`config.mk`:
```
export PLATFORM = sky130hd
export DESIGN_NAME = sleep_countdown_table_unit
export DESIGN_NICKNAME = d
export VERILOG_FILES = /design/src/rtl/scs_pkg.sv /design/src/rtl/scs_ram.sv /design/src/rtl/scs_ctrl.sv /design/src/rtl/sleep_countdown_table_unit.sv
export SDC_FILE = /design/constraint.sdc
export NUM_CORES = 1
export LEC_CHECK = 0
export BUFFER_PORTS_ARGS = -buffer_cell sky130_fd_sc_hd__buf_2
export CORE_ASPECT_RATIO = 2
export CORE_MARGIN = 5
export CORE_UTILIZATION = 62
export DETAILED_ROUTE_END_ITERATION = 10
export GPL_ROUTABILITY_DRIVEN = 0
export PLACE_DENSITY = 0.79
export SKIP_LAST_GASP = 1
export SYNTH_ARGS = -nofsm -noshare
export SYNTH_HDL_FRONTEND = slang
export SYNTH_SLANG_ARGS = --single-unit
```
`constraint.sdc`:
```
create_clock -name clk_i -period 5.2 [get_ports clk_i]
set_input_delay 0.52 -clock clk_i [delete_from_list [all_inputs] [get_ports clk_i]]
set_output_delay 0.52 -clock clk_i [all_outputs]
set_load 0.01 [all_outputs]
```
`src/rtl/scs_pkg.sv`:
```
// Shared types and constants for the sleep countdown table.
package scs_pkg;

  localparam int unsigned SLOTS = 16;
  localparam int unsigned IDX_W = (SLOTS > 1) ? $clog2(SLOTS) : 1;
  localparam int unsigned CNT_W = $clog2(SLOTS + 1);

  localparam logic ACT_SLEEP = 1'b0;
  localparam logic ACT_TICK  = 1'b1;

  localparam logic KIND_WOKEN  = 1'b0;
  localparam logic KIND_REJECT = 1'b1;

  typedef struct packed {
    logic        action;
    logic [7:0]  thread_id;
    logic [31:0] ticks;
  } req_t;

  typedef struct packed {
    logic       kind;
    logic [7:0] woken_id;
    logic       last;
  } rsp_t;

  typedef struct packed {
    logic [7:0]  id;
    logic [31:0] remaining;
  } entry_t;

  localparam int unsigned ENTRY_W = $bits(entry_t);

  // Events from the table controller to the result stage.
  typedef struct packed {
    logic       wake;
    logic       reject;
    logic       done;
    logic [7:0] id;
  } ev_t;

endpackage

```
`src/rtl/scs_ram.sv`:
```
// Generic single-port-write, single-port-read RAM with registered read data.
module scs_ram #(
  parameter int unsigned WIDTH = 8,
  parameter int unsigned DEPTH = 16,
  localparam int unsigned AW = (DEPTH > 1) ? $clog2(DEPTH) : 1
) (
  input  logic             clk_i,
  input  logic             we_i,
  input  logic [AW-1:0]    waddr_i,
  input  logic [WIDTH-1:0] wdata_i,
  input  logic             re_i,
  input  logic [AW-1:0]    raddr_i,
  output logic [WIDTH-1:0] rdata_o
);

  logic [WIDTH-1:0] mem_q [DEPTH];
  logic [WIDTH-1:0] rdata_q;

  always_ff @(posedge clk_i) begin
    if (we_i) begin
      mem_q[waddr_i] <= wdata_i;
    end
    if (re_i) begin
      rdata_q <= mem_q[raddr_i];
    end
  end

  assign rdata_o = rdata_q;

endmodule

```
`src/rtl/scs_ctrl.sv`:
```
// Table controller: appends sleepers and runs the countdown/compaction scan.
module scs_ctrl (
  input  logic         clk_i,
  input  logic         rst_ni,
  input  logic         start_i,
  input  scs_pkg::req_t req_i,
  output logic         busy_o,
  output scs_pkg::ev_t  ev_o
);
  import scs_pkg::*;

  typedef enum logic [1:0] {ST_IDLE, ST_SCAN, ST_FINISH} state_e;

  state_e           state_q, state_d;
  logic [CNT_W-1:0] count_q, count_d;
  logic [CNT_W-1:0] r_q, r_d;
  logic [CNT_W-1:0] w_q, w_d;

  logic             we, re;
  logic [IDX_W-1:0] waddr, raddr;
  entry_t           wdata, rdata;
  logic             expired;
  ev_t              ev;

  scs_ram #(
    .WIDTH(ENTRY_W),
    .DEPTH(SLOTS)
  ) u_table (
    .clk_i  (clk_i),
    .we_i   (we),
    .waddr_i(waddr),
    .wdata_i(wdata),
    .re_i   (re),
    .raddr_i(raddr),
    .rdata_o(rdata)
  );

  assign expired = (rdata.remaining[31:1] == 31'd0);

  always_comb begin
    state_d = state_q;
    count_d = count_q;
    r_d     = r_q;
    w_d     = w_q;
    we      = 1'b0;
    re      = 1'b0;
    waddr   = count_q[IDX_W-1:0];
    wdata   = '{id: req_i.thread_id, remaining: req_i.ticks};
    raddr   = '0;
    ev      = '0;
    unique case (state_q)
      ST_IDLE: begin
        if (start_i) begin
          if (req_i.action == ACT_TICK) begin
            if (count_q != '0) begin
              re      = 1'b1;
              r_d     = CNT_W'(1);
              w_d     = '0;
              state_d = ST_SCAN;
            end
          end else if (req_i.ticks != 32'd0) begin
            if (count_q < CNT_W'(SLOTS)) begin
              we      = 1'b1;
              count_d = count_q + CNT_W'(1);
            end else begin
              ev.reject = 1'b1;
              ev.id     = req_i.thread_id;
            end
          end
        end
      end
      ST_SCAN: begin
        // Survivors are written back at w, never ahead of the read pointer.
        if (expired) begin
          ev.wake = 1'b1;
          ev.id   = rdata.id;
        end else begin
          we    = 1'b1;
          waddr = w_q[IDX_W-1:0];
          wdata = '{id: rdata.id, remaining: rdata.remaining - 32'd1};
          w_d   = w_q + CNT_W'(1);
        end
        if (r_q < count_q) begin
          re    = 1'b1;
          raddr = r_q[IDX_W-1:0];
          r_d   = r_q + CNT_W'(1);
        end else begin
          count_d = w_d;
          state_d = ST_FINISH;
        end
      end
      ST_FINISH: begin
        ev.done = 1'b1;
        state_d = ST_IDLE;
      end
      default: begin
        state_d = ST_IDLE;
      end
    endcase
  end

  always_ff @(posedge clk_i or negedge rst_ni) begin
    if (!rst_ni) begin
      state_q <= ST_IDLE;
      count_q <= '0;
      r_q     <= '0;
      w_q     <= '0;
    end else begin
      state_q <= state_d;
      count_q <= count_d;
      r_q     <= r_d;
      w_q     <= w_d;
    end
  end

  assign busy_o = (state_q != ST_IDLE);
  assign ev_o   = ev;

  a_count_bound: assert property (@(posedge clk_i) disable iff (!rst_ni)
    count_q <= CNT_W'(SLOTS))
    else $error("sleeper count above table size");

  a_wb_behind_read: assert property (@(posedge clk_i) disable iff (!rst_ni)
    (state_q == ST_SCAN && we) |-> (w_q < r_q))
    else $error("compaction write overtook read pointer");

  a_reject_full: assert property (@(posedge clk_i) disable iff (!rst_ni)
    ev.reject |-> (count_q == CNT_W'(SLOTS) && state_q == ST_IDLE))
    else $error("reject while table not full");

  a_scan_shrinks: assert property (@(posedge clk_i) disable iff (!rst_ni)
    (state_q == ST_FINISH) |-> (count_q <= $past(count_q, 2) || $past(state_q) == ST_SCAN))
    else $error("scan grew the table");

endmodule

```
`src/rtl/sleep_countdown_table_unit.sv`:
```
// Top level of the sleep countdown table: controller plus result stage.
//
// A request is taken on a rising edge with start_i high and busy_o low.
// A sleep request (action 0) with nonzero ticks is appended to the
// table in that same cycle and busy_o stays low; with zero ticks it
// is dropped. If the table already holds SLOTS sleepers, one rejected
// result (kind 1, last 1) appears on res_o in the cycle after the request.
// A tick (action 1) scans the table once through the table memory's read
// port, one entry per cycle; busy_o stays high until the scan is done
// and stays low when the table is empty. Each entry is decremented;
// expired entries are removed, survivors are compacted in order. Woken
// thread numbers leave in insertion order, each for one cycle with
// res_valid_o high; the last one is held back one entry so it can carry
// last = 1, and it is on res_o in the first cycle with busy_o low.
// A tick that wakes nobody gives no result.
// Results cannot be stalled by the receiver. Reset empties the table and
// drops any pending result; table contents need no clearing.
module sleep_countdown_table_unit (
  input  logic          clk_i,
  input  logic          rst_ni,
  input  logic          start_i,
  input  scs_pkg::req_t req_i,
  output logic          busy_o,
  output logic          res_valid_o,
  output scs_pkg::rsp_t res_o
);
  import scs_pkg::*;

  ev_t        ev;
  logic       pend_vld_q, pend_vld_d;
  logic [7:0] pend_id_q, pend_id_d;
  logic       out_vld_q, out_vld_d;
  rsp_t       rsp_q, rsp_d;

  scs_ctrl u_ctrl (
    .clk_i  (clk_i),
    .rst_ni (rst_ni),
    .start_i(start_i),
    .req_i  (req_i),
    .busy_o (busy_o),
    .ev_o   (ev)
  );

  // A woken id waits here until the next wake or the end of the scan.
  always_comb begin
    pend_vld_d = pend_vld_q;
    pend_id_d  = pend_id_q;
    out_vld_d  = 1'b0;
    rsp_d      = rsp_q;
    if (ev.reject) begin
      out_vld_d = 1'b1;
      rsp_d     = '{kind: KIND_REJECT, woken_id: ev.id, last: 1'b1};
    end else if (ev.wake) begin
      if (pend_vld_q) begin
        out_vld_d = 1'b1;
        rsp_d     = '{kind: KIND_WOKEN, woken_id: pend_id_q, last: 1'b0};
      end
      pend_vld_d = 1'b1;
      pend_id_d  = ev.id;
    end else if (ev.done && pend_vld_q) begin
      out_vld_d  = 1'b1;
      rsp_d      = '{kind: KIND_WOKEN, woken_id: pend_id_q, last: 1'b1};
      pend_vld_d = 1'b0;
    end
  end

  always_ff @(posedge clk_i or negedge rst_ni) begin
    if (!rst_ni) begin
      pend_vld_q <= 1'b0;
      out_vld_q  <= 1'b0;
    end else begin
      pend_vld_q <= pend_vld_d;
      out_vld_q  <= out_vld_d;
    end
  end

  always_ff @(posedge clk_i) begin
    pend_id_q <= pend_id_d;
    rsp_q     <= rsp_d;
  end

  assign res_valid_o = out_vld_q;
  assign res_o       = rsp_q;

endmodule

```
==> impl_metrics.toml <==
[setup_path]
crit_type = "reg2reg"
path_depth = 7
cp.arrival_ns = 4.44
path_cells = "or4_1 -> nand3b_1 -> nor3_4 -> nor2_1 -> a22oi_1 -> nor2_4 -> buf_4"
r2r_cells = 7
slowest_stage = "a22oi_1"
slowest_delay_ns = 0.82
cp-end-kind = "flop"
crit_family = "simple AND/OR/NAND/NOR gates"
required_ns = 5.51
crit_fanout = 24
crit_buf_inv = 1
crit_path_start_kind = "flop"

[drt]
wl_per_cell_um = 27.5
vias = 17400
remaining_drc_errors = 0
drtIter0Drc = 2367
drt_wl_total_mm = 73.2
routed_via_density = 6.55
ant_nets = 0
drt_pass1_iterations = 6

[placed_design]
io_buffers = 55
detailed_place_hpwl_mm = 44.4
place_ws_ns = 1.12

[clocking]
clockBufferDepth = 3
cts_buffers = 56
post_cts_buffers = 0
htreeDepth = 2
cts_tree = "built"
clk_pin_slew_ns = 0.07
clk_latency_ns = 0.62
ctsResizeCount = 0
cts.sinks = 717
clockRootBuffer = "clkbuf_16"

[outcome]
status = "finished clean"

[sta]
clock.fmax_mhz = 242
fin_crit_sh_pct = 79.6
finalSetupTns_ns = 0
slew_violations = 0
worstMarginPinSlew_ns = 1.35
finalSetupViolCount = 0
finClkSkew_ns = 0.0333
finalWorstPathRequiredPeriod_ns = 4.14
hold_viol = 0
relSlewSlack_pct = 9.52
rsz0062_at_grt = "no"
layout_setup_ws_ns = 1.06

[synth]
synth-simple-area-share_pct = 8.95
synthTopCellsByArea = "edfxtp_1, mux2i_1, nand2_1"
muxShareOfSynthArea_pct = 7.32
synthXorXnorAreaFrac_pct = 1.06
ys.flop_type = "edfxtp_1"
synthAdderAreaFrac_pct = 0.390
synthesis.nets = 1934
syn_inst = 1881
yosysWarnings = 0
avgSynthCellArea_um2 = 15.4
synth_compound_area_share_pct = 6.62
synth-seq-cells = 717
synth.distinct_cells = 64
synth_top_family_by_area = "simple AND/OR/NAND/NOR gates"
yosysTopAreaCell = "edfxtp_1"
synth-seq-area-share_pct = 74.1
synth_top_cell_area_share_pct = 72.3
async_reset_ff_share_pct = 2.65
synth_edf_count = 696
syn_area_um2 = 28900

[grt]
grt_start_max_net_pins = 55
grt_pass1_vias = 17200
grt_use_total_pct = 28.5
grt_antenna_before_repair = 0
grt_pass1_wl_mm = 108
overflow = 0

[floorplanning]
die_y_um = 315
dieArea_um2 = 51300
core_region_area_um2 = 46400
rows = 112
die_width_um = 163
ios = 56
start_util_pct = 62.3

[power]
vdd_drop_max_mv = 0.503
leakagePower_nw = 11.1
power_density_nw_per_um2 = 609

[layout]
nets = 2038
layout-drive-gt1-share_pct = 15.2
final_core_util_pct = 69.9
antenna_cells = 0
nFillCells = 2916
layout_common_cells = "edfxtp_1, nand2_1, mux2i_1, buf_4, buf_2"
layout_commonest_cell = "edfxtp_1"
areaGrowthSynthToFinish_pct = 12.2

[hold_path]
min_path_cells = 3
hold_class = "in2reg"

[flow_run]
drv_cap = 0
metal layers:
metal	GRT usage, %	vias to the layer above	wire [um]
li1	-	7499	-
met1	38.1	8562	26200
met2	47.0	1128	36200
met3	4.29	230	7150
met4	12.6	0	3710
met5	0	-	0
flip-flops by register name (all words and copies together), names as in the netlist:
| signal | flops |
|---|---|
| u_ctrl.u_table.mem_q | 640 |
| u_ctrl.u_table.rdata_o | 40 |
| res_o | 10 |
| pend_id_q | 8 |
| u_ctrl.count_q | 5 |
| u_ctrl.r_q | 5 |
| u_ctrl.w_q | 5 |
| u_ctrl.state_q | 2 |
| pend_vld_q | 1 |
| res_valid_o | 1 |
power by group:
group	switching [mW]	internal [mW]	total, mW
registers	0.509	8.55	9.06
logic	4.30	1.92	6.22
clock network	2.03	2.45	4.48
kinds of logic (layout without fill, tap and decap cells):
logic type	after synthesis	count (layout)
fa+ha+maj	9	9
simple gates	535	535
mux	206	206
flops	717	717
xor+xnor	35	35
compound gates	268	268
buf+inv	111	262
area by class of cell:
class                           count  area (um^2)  area share [%]
Sequential cell                   717        21400            66.0
Multi-Input combinational cell   1053         7210            22.2
Clock buffer                       59         1410            4.36
Timing Repair Buffer              142         1040            3.20
Tap cell                          627          785            2.42
Clock inverter                     46          515            1.59
Inverter                           15         56.3           0.174
metrics by stage:
step | std cells | hold slack (ns) | area (um^2) | power, mW
6_report | 2659 | 0.217 | 32400 | 19.8
5_1_grt | 2659 | 0.207 | 32400 | 20.5
4_1_cts | 2659 | 0.197 | 32400 | 19.7
3_5_place_dp | 2553 | 0.434 | 30500 | 15.2
3_3_place_gp | 2551 | 0.433 | 30500 | 15.0
2_1_floorplan | 1881 | 0.224 | 28900 | 12.7
timing repair:
action / 4_1_cts / 5_1_grt
hold endpoints to repair: 19 / 0
hold buffers: 1 / 0
setup endpoints to repair: 0 / 0
path summary, 6_finish.rpt:
check                                         endpoint  slack, ns                 startpoint
setup / recovery           u_ctrl.u_table.mem_q[8][13]       1.06  u_ctrl.u_table.rdata_o[9]
hold / removal                            pend_id_q[2]       0.22                  req_i[34]
setup reg to reg           u_ctrl.u_table.mem_q[8][13]       1.06  u_ctrl.u_table.rdata_o[9]
hold reg to reg                               res_o[9]       0.45                   res_o[9]
max in group asynchronous                u_ctrl.r_q[0]       4.40                     rst_ni
min in group asynchronous            u_ctrl.count_q[1]       0.42                     rst_ni
worst register-to-register path, delay by kind of cell, from the launching register on:
family	cells	cell delay, ns
flip-flops	1	0.44
buffers and inverters	1	0.37
AO/OA/AOI/OAI	1	0.82
AND/OR/NAND/NOR	5	2.20
cell usage after synthesis, types with 5 or more instances:
library cell and instances:
mux2_2 33, a22oi_1 51, and2_1 10, o211ai_1 15, edfxtp_1 696, nor4_1 35
mux2i_1 172, o221ai_1 9, buf_2 14, o2111a_1 17, nor3_1 20, or2_2 5
nand3_1 51, or4_1 8, buf_1 12, nand2_1 271, inv_1 15, nand2b_1 7
o21ai_0 52, and4_1 16, xor2_1 10, clkbuf_1 67, o22ai_1 21, o21ai_1 6
nor2_1 34, a31oi_1 10, a21oi_1 18, xnor2_1 25, nand4_1 10, or3_1 9
a211oi_1 22, ha_1 9, dfrtp_1 19, and3_1 21, nor2b_1 23, o31ai_1 6
a2bb2oi_1 20
(Power assumes the default switching activity.)
